## src/sv/alfr_pkg.sv

```systemverilog
// ----------------------------------------------------------------------------
// alfr_pkg
// shared widths, constants and types of the additive feedback generator
// ----------------------------------------------------------------------------
`default_nettype none

package alfr_pkg;

  localparam int WORD_W     = 32;
  localparam int IDX_W      = 6;
  localparam int OUT_W      = 31;
  localparam int CFG_IDX_W  = 2;
  localparam int CFG_DATA_W = 6;

  localparam int MAX_DEGREE_DEF = 63;
  localparam int MIN_DEGREE     = 7;
  localparam int LCG_DISCARD    = 50;
  localparam int DISCARD_FACTOR = 10;

  localparam logic [IDX_W-1:0] DEGREE_RST = 6'd31;
  localparam logic [IDX_W-1:0] SEP_RST    = 6'd3;
  localparam logic [IDX_W-1:0] FRONT_RST  = 6'd3;

  localparam logic [WORD_W-1:0] RESET_SEED  = 32'd1;
  // pre-reduction modulus and its double
  localparam logic [WORD_W-1:0] PM_PRE_MOD  = 32'h7fff_fffe;
  localparam logic [WORD_W-1:0] PM_PRE_MOD2 = 32'hffff_fffc;
  // mersenne modulus 2^31-1 and the minimal-standard multiplier
  localparam logic [30:0]       PM_MOD      = 31'h7fff_ffff;
  localparam logic [14:0]       PM_MULT     = 15'd16807;

  localparam logic [CFG_IDX_W-1:0] CFG_LCG_MODE = 2'd0;
  localparam logic [CFG_IDX_W-1:0] CFG_DEGREE   = 2'd1;
  localparam logic [CFG_IDX_W-1:0] CFG_SEP      = 2'd2;

  typedef struct packed {
    logic              en;
    logic [IDX_W-1:0]  addr;
    logic [WORD_W-1:0] data;
  } tbl_wr_t;

endpackage

`default_nettype wire

```

## src/sv/additive_lagged_fibonacci_rng.sv

```systemverilog
// ----------------------------------------------------------------------------
// additive_lagged_fibonacci_rng
// additive feedback random generator with a park-miller single-word mode
// ----------------------------------------------------------------------------
// Pulse start while busy is low to transfer a request: func 1 asks for the
// next number, func 0 reseeds from seed_value. A next request gives one
// random_value, shown for exactly one cycle with result_valid high; there is
// no way to hold it off, so sample it on that cycle. A seed request gives no
// result. A table-mode next reads the rear word, then the front word, and
// writes their sum back; an lcg-mode next reads word 0, launches the
// park-miller unit and waits for its result. The result strobe comes on the
// first cycle with busy low. A table-mode seed writes word 0, fills words 1
// to d-1 through the park-miller unit for effective degree d and runs ten
// warm-up steps per word; an lcg-mode seed writes word 0 and runs
// LCG_DISCARD warm-up steps. After reset the block clears all MAX_DEGREE
// table words, one per cycle, and then seeds itself with 1 at degree 31.
// Configuration writes are always taken (cfg_ready is tied high) and should
// only be made while busy is low.
// ----------------------------------------------------------------------------
`default_nettype none

module additive_lagged_fibonacci_rng
  import alfr_pkg::*;
#(
  parameter int MAX_DEGREE = MAX_DEGREE_DEF
)
(
  input  wire logic                  clk,
  input  wire logic                  rst,
  // request side
  input  wire logic                  start,
  output logic                       busy,
  input  wire logic                  func,
  input  wire logic [WORD_W-1:0]     seed_value,
  // result side
  output logic                       result_valid,
  output logic      [OUT_W-1:0]      random_value,
  // configuration write channel
  input  wire logic                  cfg_valid,
  output logic                       cfg_ready,
  input  wire logic [CFG_IDX_W-1:0]  cfg_index,
  input  wire logic [CFG_DATA_W-1:0] cfg_data
);

  // counter covers the clearing sweep, the fill index and the discard count
  localparam int CNT_W = $clog2(DISCARD_FACTOR * MAX_DEGREE + 1);

  // sequencer states
  localparam logic [3:0] ST_IDLE      = 4'd0;
  localparam logic [3:0] ST_CLEAR     = 4'd1;
  localparam logic [3:0] ST_SEED_W0   = 4'd2;
  localparam logic [3:0] ST_FILL_PM   = 4'd3;
  localparam logic [3:0] ST_FILL_WAIT = 4'd4;
  localparam logic [3:0] ST_NX_RDR    = 4'd5;
  localparam logic [3:0] ST_NX_RDF    = 4'd6;
  localparam logic [3:0] ST_NX_ADD    = 4'd7;
  localparam logic [3:0] ST_LC_RD     = 4'd8;
  localparam logic [3:0] ST_LC_PM     = 4'd9;
  localparam logic [3:0] ST_LC_WAIT   = 4'd10;

  logic [3:0]        state;
  logic [CNT_W-1:0]  cnt;
  logic              discard;     // current next is a warm-up step, no result

  // configuration registers
  logic              lcg_mode;
  logic [IDX_W-1:0]  table_degree;
  logic [IDX_W-1:0]  tap_separation;

  // table indices
  logic [IDX_W-1:0]  front_index;
  logic [IDX_W-1:0]  rear_index;

  // payload registers
  logic [WORD_W-1:0] seed;
  logic [WORD_W-1:0] prev;        // last word of the fill chain
  logic [WORD_W-1:0] opa;         // rear word of a table add

  // derived values
  logic [IDX_W-1:0]  deg_eff;
  logic [IDX_W-1:0]  sep_eff;
  logic [IDX_W-1:0]  f_slot;
  logic [IDX_W-1:0]  r_slot;
  logic [IDX_W-1:0]  f_adv;
  logic [IDX_W-1:0]  r_adv;
  logic [IDX_W-1:0]  f_wrap;
  logic [IDX_W-1:0]  r_wrap;
  logic [CNT_W-1:0]  disc_total;
  logic [WORD_W-1:0] sum;

  // table and park-miller unit hookup
  tbl_wr_t           tbl_wr;
  logic [IDX_W-1:0]  rd_addr;
  logic [WORD_W-1:0] rd_data;
  logic              pm_start;
  logic [WORD_W-1:0] pm_operand;
  logic              pm_done;
  logic [WORD_W-1:0] pm_result;

  assign busy      = (state != ST_IDLE);
  assign cfg_ready = 1'b1;

  // clamp degree into the supported range, separation below the degree
  always_comb begin
    deg_eff = table_degree;
    if (table_degree < IDX_W'(MIN_DEGREE)) begin
      deg_eff = IDX_W'(MIN_DEGREE);
    end else if (table_degree > IDX_W'(MAX_DEGREE)) begin
      deg_eff = IDX_W'(MAX_DEGREE);
    end
    sep_eff = tap_separation;
    if (tap_separation == '0) begin
      sep_eff = IDX_W'(1);
    end
    if (sep_eff >= deg_eff) begin
      sep_eff = deg_eff - IDX_W'(1);
    end
  end

  // an index past the table addresses word 0
  assign f_slot = (front_index < IDX_W'(MAX_DEGREE)) ? front_index : '0;
  assign r_slot = (rear_index  < IDX_W'(MAX_DEGREE)) ? rear_index  : '0;

  // each index wraps on its own when it reaches the degree
  assign f_adv  = f_slot + IDX_W'(1);
  assign r_adv  = r_slot + IDX_W'(1);
  assign f_wrap = (f_adv >= deg_eff) ? '0 : f_adv;
  assign r_wrap = (r_adv >= deg_eff) ? '0 : r_adv;

  // ten warm-up steps per table word, constant multiply
  assign disc_total = CNT_W'(deg_eff) * CNT_W'(DISCARD_FACTOR);

  // feedback add, modulo 2^32; rd_data holds the front word in ST_NX_ADD
  assign sum = rd_data + opa;

  // memory ports and unit start, decoded from the state
  always_comb begin
    tbl_wr     = '0;
    rd_addr    = '0;
    pm_start   = 1'b0;
    pm_operand = prev;
    unique case (state)
      ST_CLEAR: begin
        tbl_wr.en   = 1'b1;
        tbl_wr.addr = cnt[IDX_W-1:0];
        tbl_wr.data = '0;
      end
      ST_SEED_W0: begin
        tbl_wr.en   = 1'b1;
        tbl_wr.addr = '0;
        tbl_wr.data = seed;
      end
      ST_FILL_PM: begin
        pm_start   = 1'b1;
        pm_operand = prev;
      end
      ST_FILL_WAIT: begin
        if (pm_done) begin
          tbl_wr.en   = 1'b1;
          tbl_wr.addr = cnt[IDX_W-1:0];
          tbl_wr.data = pm_result;
        end
      end
      ST_NX_RDR: begin
        rd_addr = r_slot;
      end
      ST_NX_RDF: begin
        rd_addr = f_slot;
      end
      ST_NX_ADD: begin
        tbl_wr.en   = 1'b1;
        tbl_wr.addr = f_slot;
        tbl_wr.data = sum;
      end
      ST_LC_RD: begin
        rd_addr = '0;
      end
      ST_LC_PM: begin
        pm_start   = 1'b1;
        pm_operand = rd_data;
      end
      ST_LC_WAIT: begin
        if (pm_done) begin
          tbl_wr.en   = 1'b1;
          tbl_wr.addr = '0;
          tbl_wr.data = pm_result;
        end
      end
      default: begin
      end
    endcase
  end

  // sequencer
  always_ff @(posedge clk) begin
    if (rst) begin
      state          <= ST_CLEAR;
      cnt            <= '0;
      discard        <= 1'b0;
      result_valid   <= 1'b0;
      front_index    <= FRONT_RST;
      rear_index     <= '0;
      lcg_mode       <= 1'b0;
      table_degree   <= DEGREE_RST;
      tap_separation <= SEP_RST;
    end else begin
      result_valid <= 1'b0;

      // register writes, unknown indices are dropped
      if (cfg_valid && cfg_ready) begin
        unique case (cfg_index)
          CFG_LCG_MODE: lcg_mode       <= cfg_data[0];
          CFG_DEGREE:   table_degree   <= cfg_data;
          CFG_SEP:      tap_separation <= cfg_data;
          default: begin
          end
        endcase
      end

      unique case (state)
        ST_IDLE: begin
          if (start) begin
            discard <= 1'b0;
            if (func) begin
              state <= lcg_mode ? ST_LC_RD : ST_NX_RDR;
            end else begin
              seed  <= seed_value;
              state <= ST_SEED_W0;
            end
          end
        end
        // zero every word once after reset, then seed with one
        ST_CLEAR: begin
          if (cnt == CNT_W'(MAX_DEGREE - 1)) begin
            seed  <= RESET_SEED;
            cnt   <= '0;
            state <= ST_SEED_W0;
          end else begin
            cnt <= cnt + CNT_W'(1);
          end
        end
        ST_SEED_W0: begin
          prev    <= seed;
          discard <= 1'b1;
          if (lcg_mode) begin
            cnt   <= CNT_W'(LCG_DISCARD);
            state <= ST_LC_RD;
          end else begin
            cnt   <= CNT_W'(1);
            state <= ST_FILL_PM;
          end
        end
        ST_FILL_PM: begin
          state <= ST_FILL_WAIT;
        end
        // chained fill of words 1 to d-1, then the warm-up run
        ST_FILL_WAIT: begin
          if (pm_done) begin
            prev <= pm_result;
            if (cnt + CNT_W'(1) == CNT_W'(deg_eff)) begin
              front_index <= sep_eff;
              rear_index  <= '0;
              cnt         <= disc_total;
              state       <= ST_NX_RDR;
            end else begin
              cnt   <= cnt + CNT_W'(1);
              state <= ST_FILL_PM;
            end
          end
        end
        ST_NX_RDR: begin
          state <= ST_NX_RDF;
        end
        ST_NX_RDF: begin
          opa   <= rd_data;
          state <= ST_NX_ADD;
        end
        ST_NX_ADD: begin
          front_index  <= f_wrap;
          rear_index   <= r_wrap;
          random_value <= sum[WORD_W-1:1];
          if (discard) begin
            if (cnt == CNT_W'(1)) begin
              discard <= 1'b0;
              state   <= ST_IDLE;
            end else begin
              cnt   <= cnt - CNT_W'(1);
              state <= ST_NX_RDR;
            end
          end else begin
            result_valid <= 1'b1;
            state        <= ST_IDLE;
          end
        end
        ST_LC_RD: begin
          state <= ST_LC_PM;
        end
        ST_LC_PM: begin
          state <= ST_LC_WAIT;
        end
        ST_LC_WAIT: begin
          if (pm_done) begin
            random_value <= pm_result[OUT_W-1:0];
            if (discard) begin
              if (cnt == CNT_W'(1)) begin
                discard <= 1'b0;
                state   <= ST_IDLE;
              end else begin
                cnt   <= cnt - CNT_W'(1);
                state <= ST_LC_RD;
              end
            end else begin
              result_valid <= 1'b1;
              state        <= ST_IDLE;
            end
          end
        end
        default: begin
          state <= ST_IDLE;
        end
      endcase
    end
  end

  alfr_table #(
    .DEPTH (MAX_DEGREE)
  ) u_table (
    .clk     (clk),
    .wr      (tbl_wr),
    .rd_addr (rd_addr),
    .rd_data (rd_data)
  );

  alfr_pm u_pm (
    .clk     (clk),
    .rst     (rst),
    .start   (pm_start),
    .operand (pm_operand),
    .done    (pm_done),
    .result  (pm_result)
  );

endmodule

`default_nettype wire

```

## src/sv/alfr_pm.sv

```systemverilog
// ----------------------------------------------------------------------------
// alfr_pm
// park-miller step unit; operand, product, fold and result are registered in turn from start to done
// ----------------------------------------------------------------------------
`default_nettype none

module alfr_pm
  import alfr_pkg::*;
(
  input  wire logic              clk,
  input  wire logic              rst,
  input  wire logic              start,
  input  wire logic [WORD_W-1:0] operand,
  output logic                   done,
  output logic      [WORD_W-1:0] result
);

  logic [WORD_W-1:0] reduced;
  logic [30:0]       x;
  logic [30:0]       x_next;
  logic [45:0]       prod;
  logic [31:0]       fold;
  logic [31:0]       folded;
  logic [3:0]        vld;

  // bring the word below 0x7ffffffe, at most one subtraction of the modulus or its double
  always_comb begin
    if (operand >= PM_PRE_MOD2) begin
      reduced = operand - PM_PRE_MOD2;
    end else if (operand >= PM_PRE_MOD) begin
      reduced = operand - PM_PRE_MOD;
    end else begin
      reduced = operand;
    end
    x_next = reduced[30:0] + 31'd1;
  end

  // fold sum is below twice the modulus
  assign folded = (fold >= {1'b0, PM_MOD}) ? fold - {1'b0, PM_MOD} : fold;

  always_ff @(posedge clk) begin
    x      <= x_next;
    prod   <= 46'(x) * 46'(PM_MULT);
    fold   <= {1'b0, prod[30:0]} + {17'd0, prod[45:31]};
    result <= folded - 32'd1;
  end

  always_ff @(posedge clk) begin
    if (rst) begin
      vld <= '0;
    end else begin
      vld <= {vld[2:0], start};
    end
  end

  assign done = vld[3];

endmodule

`default_nettype wire

```

## src/sv/alfr_table.sv

```systemverilog
// ----------------------------------------------------------------------------
// alfr_table
// feedback table memory, one write and one registered read port
// ----------------------------------------------------------------------------
`default_nettype none

module alfr_table
  import alfr_pkg::*;
#(
  parameter int DEPTH = MAX_DEGREE_DEF
)
(
  input  wire logic              clk,
  input  wire tbl_wr_t           wr,
  input  wire logic [IDX_W-1:0]  rd_addr,
  output logic      [WORD_W-1:0] rd_data
);

  localparam int ADDR_W = $clog2(DEPTH);

  logic [WORD_W-1:0] mem [DEPTH];

  always_ff @(posedge clk) begin
    if (wr.en) begin
      mem[wr.addr[ADDR_W-1:0]] <= wr.data;
    end
    rd_data <= mem[rd_addr[ADDR_W-1:0]];
  end

endmodule

`default_nettype wire

```

## config.mk

```make
export PLATFORM = sky130hd
export DESIGN_NAME = additive_lagged_fibonacci_rng
export DESIGN_NICKNAME = d
export VERILOG_FILES = /design/src/sv/alfr_pkg.sv /design/src/sv/additive_lagged_fibonacci_rng.sv /design/src/sv/alfr_pm.sv /design/src/sv/alfr_table.sv
export SDC_FILE = /design/constraint.sdc
export NUM_CORES = 2
export LEC_CHECK = 0
export BUFFER_PORTS_ARGS = -buffer_cell sky130_fd_sc_hd__buf_2
export CORE_ASPECT_RATIO = 0.9
export CORE_MARGIN = 4
export CORE_UTILIZATION = 50
export CTS_CLUSTER_SIZE = 28
export DETAILED_ROUTE_END_ITERATION = 12
export PLACE_DENSITY = 0.71
export SKIP_LAST_GASP = 1
export SLEW_MARGIN = 20
export SYNTH_ARGS = -nofsm -noshare
export SYNTH_HDL_FRONTEND = slang
export SYNTH_HIERARCHICAL = 1
export SYNTH_SLANG_ARGS = --single-unit
```

## constraint.sdc

```tcl
create_clock -name clk -period 6.2 [get_ports clk]
set_input_delay 0.62 -clock clk [delete_from_list [all_inputs] [get_ports clk]]
set_output_delay 0.62 -clock clk [all_outputs]
set_load 0.01 [all_outputs]
```

== Word level (Yosys, flattened, before mapping) ==
Memories as Yosys holds them, arrays and structs flattened. A register that Yosys moved wholly into a read port is not among the register bits.
Cells that the tools add are included.
Cells by class
  $add $sub $neg: 12
  multipliers: 2
  $lt $le $gt $ge: 10
  eq/ne operators: 21
  multiplexer cells: 62
  bitwise logic cells: 1
  reductions and logical operators: 22
Operators by type and width (count)
  $pmux 39 s5: 1
  $mux 32: 6
  $pmux 32 s2: 2
  $mux 31: 3
  $mux 39: 2
  $mux 6: 13
  $ge 32x31->1 const B: 2
  $pmux 31 s2: 1
  $sub 31x31->31 const B: 2
  $mux 10: 6
  $pmux 10 s5: 1
  $mul 31x15->46 const B: 1
  $pmux 4 s11: 1
  $mux 4: 10
  $pmux 6 s2: 3
  $add 31x15->32: 1
  $add 32x32->32: 1
  $ge 32x32->1 const B: 1
  $sub 32x1->32 const B: 1
  $sub 32x31->32 const B: 1
  $add 31x1->31 const B: 1
  $ge 6x6->1: 3
  $eq 4x3->1 const B: 4
  $reduce_and 3->1: 5
  other kinds (33): 58
Word-level totals
  register bits after elaboration: 313
  RAM bits: 2016
  memories kept: 1
Memory list
  u_table.mem: depth 63, bits a word 32, read ports 1, clocked after memory_dff 1, wr ports 1, RTL line alfr_table.sv:21  | logic [WORD_W-1:0] mem [DEPTH];

== Depth between registers and ports, before layout ==
  depth in word-level cells: 8
  gate-level depth with buffers: 23
  gate-level depth less buffers: 23

== Hierarchy ==
The synthesis kept the hierarchy.
Modules (own cells, without submodules)
  alfr_table: instances 1, cells an instance 3663, area each 78612.9 um^2, seq. area each 61178.7 um^2
  alfr_pm: instances 1, cells an instance 1673, area each 14861.8 um^2, seq. area each 2902.8 um^2
  additive_lagged_fibonacci_rng: instances 1, cells an instance 1131, area each 10956.8 um^2, seq. area each 4634.4 um^2

== Least setup slack after synthesis ==
Ideal clock, no wire load.
  kind: register -> register
  start point: register u_pm.x[15]
  end point: register u_pm.prod[44]
  library setup time: 0.122 ns
  data arrival time: 5.664 ns
  required time: 6.078 ns
  setup slack: 0.414 ns
  cell stages (with the launch flop): 24
  path buffers: 0
  clock period less this slack: 5.786 ns
  cell sequence: dfxtp_1 > inv_1 > fa_1 > inv_1 > ha_1 > inv_1 > fa_1 > inv_1 > fa_1 > fa_1 > inv_1 > fa_1 > inv_1 > ha_1 > a21oi_1 > o21ai_0 > nor2_1 > a31o_2 > a2111oi_0 > nor2_1 > nand2_1 > a31o_2 > a41oi_1 > xnor2_1
On the way
  word-level cells in the longest chain between the ends: 1
Ends and longest elaborated chain
  start, declared: RTL line alfr_pm.sv:19  | logic [30:0] x;
  start signal, assigned: RTL line alfr_pm.sv:42  | x <= x_next;
  $mul 31x15->46: RTL line alfr_pm.sv:43  | prod <= 46'(x) * 46'(PM_MULT);
  end signal, assigned: RTL line alfr_pm.sv:43
  end, declared: RTL line alfr_pm.sv:21  | logic [45:0] prod;
Every way passes these cells.
A chain may end at the register's enable or synchronous reset.

== Worst setup path after layout ==
  start point: register u_pm.x[7]
  end point: register u_pm.prod[44]
The elaborated chain is that of the path after synthesis.

==> summary.txt <==
Status
  – Outcome: finished clean

Route
  – Starting DRC count in detailed routing: 8682
  – Via density: 6.35
  – Wirelength per Cell: 30.4 um
  – DR WL met2: 128 mm
  – Top Layer Used: met5
  – WL met3: 37.7 mm
  – Antenna Nets Post-Route: 0
  – Vias after detailed routing: 61331
  – Drt drc: 0
  – Initial DRT Pass Iterations: 6
  – Final WL: 293 mm
  – Routed metal-1 wirelength: 117 mm

Clock tree
  – H-tree depth: 4
  – Clock latency at the later pin of the worst-skew pair: 0.86 ns
  – CTS buffer count: 224
  – CTS tree: built
  – Post-CTS setup buffers: 0
  – Clock Tree Buf Depth: 3
  – CTS Sinks: 2361
  – Clock-pin slew on the worst setup and hold paths: 0.07 ns
  – Clock root cell: clkbuf_16

Setup path
  – CP max FO: 6
  – WP data required: 6.92 ns
  – Launch point of the worst reg-to-reg path: u_pm/x[7]$_DFF_P_
  – CP Capture Type: register
  – CP Launch Type: register
  – Critical Setup Path Class: register to register
  – Critical path launch point: u_pm/x[7]$_DFF_P_
  – Crit path DAT: 6.68 ns

Yosys
  – Ys async rst share: 0%
  – Gate Count Post-Synth: 6467
  – Synthesized net count: 6909
  – Ys Warns: 6
  – Synth Register Bits: 2361
  – Post-synth EDFFs: 2143
  – Share of the synthesized area in the top cell type: 61.6%
  – Top FF cell, synth: edfxtp_1
  – Area leader, netlist: edfxtp_1
  – Mapped cell area: 104000 um2
  – Synth top area cells: edfxtp_1 62%, mux4_2 9.2%, dfxtp_1 4.2%
  – Sequential fraction of the synthesis area: 65.8%
  – Synth cell types: 108
  – Mean Syn Cell Area: 16.1 um2

Floorplan
  – Initial Util: 50.5%
  – Die Ht: 442 um
  – Die ar.: 216000 um2
  – Placement row count: 158
  – Core region area: 207000 um2
  – Die Width: 490 um
  – Io pins: 79

Timing
  – Final period util: 96.2%
  – Worst slew pin tran: 1.22 ns
  – Final hold vios: 0
  – Clock Skews: 0.0433 ns
  – Minimum clock period: 5.97 ns
  – Setup TNS: 0 ns
  – Max-slew headroom: 18.6%
  – Max Clk Rate: 0.168 GHz
  – Final slew viol count: 0
  – RSZ-0062 raised after global routing: true
  – Final setup fails: 0

Global route
  – Initial antenna violation count: 22
  – Pin count of the biggest net entering global routing: 92
  – First-pass GRT wire length: 422 mm
  – GRT Residual Overflow: 0
  – Vias in the first global route: 59596
  – Total Routing Usage GR: 27.1%

Power and ir drop
  – PD cells: 331 nW/um2
  – Max VDD drop: 0.291 mV
  – Leakage: 37.1 nW

Final layout
  – Number of nets in the layout: 7177
  – Sequential standard cell area: 68700 um2
  – Fin util: 56.5%
  – Layout Area Growth over Synthesis: 12.0%
  – Non-filler cells, final: 9653
  – Fill count: 15643
  – Multi-input logic area: 33500 um2
  – Share of layout cells above drive strength 1: 20.2%
  – Final Instance Area: 117000 um2

Placement
  – PortBufs: 77
  – Area after DPL: 109000 um2
  – RD Place Congestion: 0.925
  – Placed insts: 9218
  – Final HPWL DP: 187 mm

Min path
  – Min-delay src: seed_value[31]
  – Worst min-delay path class: input port to register

Run
  – Max-cap viol count: 0
## cells in the mapped netlist (19+ instances only)
cell      instances
buf_2            66
a211oi_1         26
nor2b_1          75
o21ai_0         194
xnor2_1         139
mux2_2          128
a21o_1           37
and2_1           27
nor4_1           25
nor2_1          276
nand2b_1         39
buf_4            31
nor3_1           72
mux4_2          425
o22ai_1          54
nand4_1          48
a21oi_1         192
and3_1           36
mux2i_1         177
xor2_1           72
buf_6            47
ha_1            261
dfxtp_1         218
nand2_1         386
nand3_1         159
or3_1            19
a22oi_1          63
a31oi_1          35
buf_1            21
inv_1           327
o211ai_1         30
clkbuf_1        134
fa_1            136
edfxtp_1       2143
## where the power goes
group          total [W]  internal, W  switching (W)
clock network     0.0137      0.00773        0.00599
logic            0.00539      0.00184        0.00355
registers         0.0196       0.0187       0.000884
## cells in the final DEF, fill, tap and decap left out, drive strengths merged, types with 27 or more instances in the layout
master,n
nor2,277
o211ai,30
a21o,37
mux2i,177
and3,36
edfxtp,2143
nor3,75
xnor2,139
a22oi,63
nor4,28
nand4,50
xor2,72
a211oi,28
o21ai,202
mux2,139
nor2b,75
and2,27
mux4,425
o22ai,55
nand2,387
a31oi,35
nand3,159
inv,343
clkbuf,284
clkinv,90
dfxtp,218
fa,136
buf,345
a21oi,192
ha,261
nand2b,39
## final timing paths
| check | end | slack, ns | cells after the start |
|---|---|---|---|
| worst max-delay path | u_pm/prod[44]$_DFF_P_ | 0.23 | 22 |
| worst min-delay path | seed[31]$_SDFFCE_PN0P_ | 0.07 | 2 |
| worst max register to register | u_pm/prod[44]$_DFF_P_ | 0.23 | 22 |
| worst min register to register | u_pm/vld[1]$_SDFF_PP0_ | 0.44 | 1 |
## layer usage
metal	track usage, %	vias up
met5	0	-
met4	8.87	10
met3	7.85	485
met2	39.3	3713
met1	39.5	31473
li1	-	25650
## final cells by class
cell class                 instances  share of cell area (%)
sequential                      2361                    58.8
multi-input combinational       3461                    28.7
clock buffer                     284                    5.14
tap                             2720                    2.91
timing repair buffer             355                    2.28
clock inverter                   134                    1.12
inverter                         332                    1.07
antenna                            6                  0.0128
## worst max-delay path: stages, from the launching register on
cell and delay (ns):
dfxtp_1 0.59, inv_1 0.21, fa_1 0.56, inv_1 0.04, ha_1 0.27, ha_1 0.30
ha_1 0.32, fa_1 0.53, inv_1 0.05, fa_1 0.53, inv_1 0.04, ha_1 0.38
a211oi_1 0.12, o21ai_0 0.17, o21ai_0 0.25, a31o_2 0.29, a2111oi_2 0.37, buf_4 0.18
nor2_1 0.04, nand2_1 0.11, a31o_2 0.21, a41oi_1 0.14, xnor2_1 0.14
## flip-flops by register name (all words and copies together), names as in the netlist, 4 cells and up
name,cells
u_pm/x,31
u_table/mem,2016
random_value,31
tap_separation,6
cnt,10
u_table/rd_data,32
opa,32
state,4
u_pm/vld,4
prev,32
seed,32
rear_index,6
table_degree,6
u_pm/result,32
u_pm/fold,32
u_pm/prod,46
front_index,6
## timing repair
item / in CTS / in global routing
hold endpoints to repair: 12 / 0
hold buffers: 10 / 0
resized for setup: 0 / 11
endpoints found under the setup margin: 0 / 9
## through the flow
stage	total power [W]	hold WS, ns	setup WS [ns]
finish	0.0387	0.0682	0.234
global route	0.0400	0.0375	-0.0804
CTS	0.0387	0.000953	0.141
detailed placement	0.0251	0.425	0.173
global placement	0.0250	0.418	0.252
floorplan	0.0227	0.414	0.414
## cell families after synthesis
kind of cell	Yosys count	synth area share, %
adder cells (fa/ha/maj)	400	5.76
XOR/XNOR	211	1.77
AND/OR/NAND/NOR	1236	5.75
buffers and inverters	645	2.98
flip-flops	2361	65.8
AO/OA/AOI/OAI	872	5.57
other	1	0.00359
multiplexers	741	12.4
No activity file was read; power rests on OpenSTA's default activity.
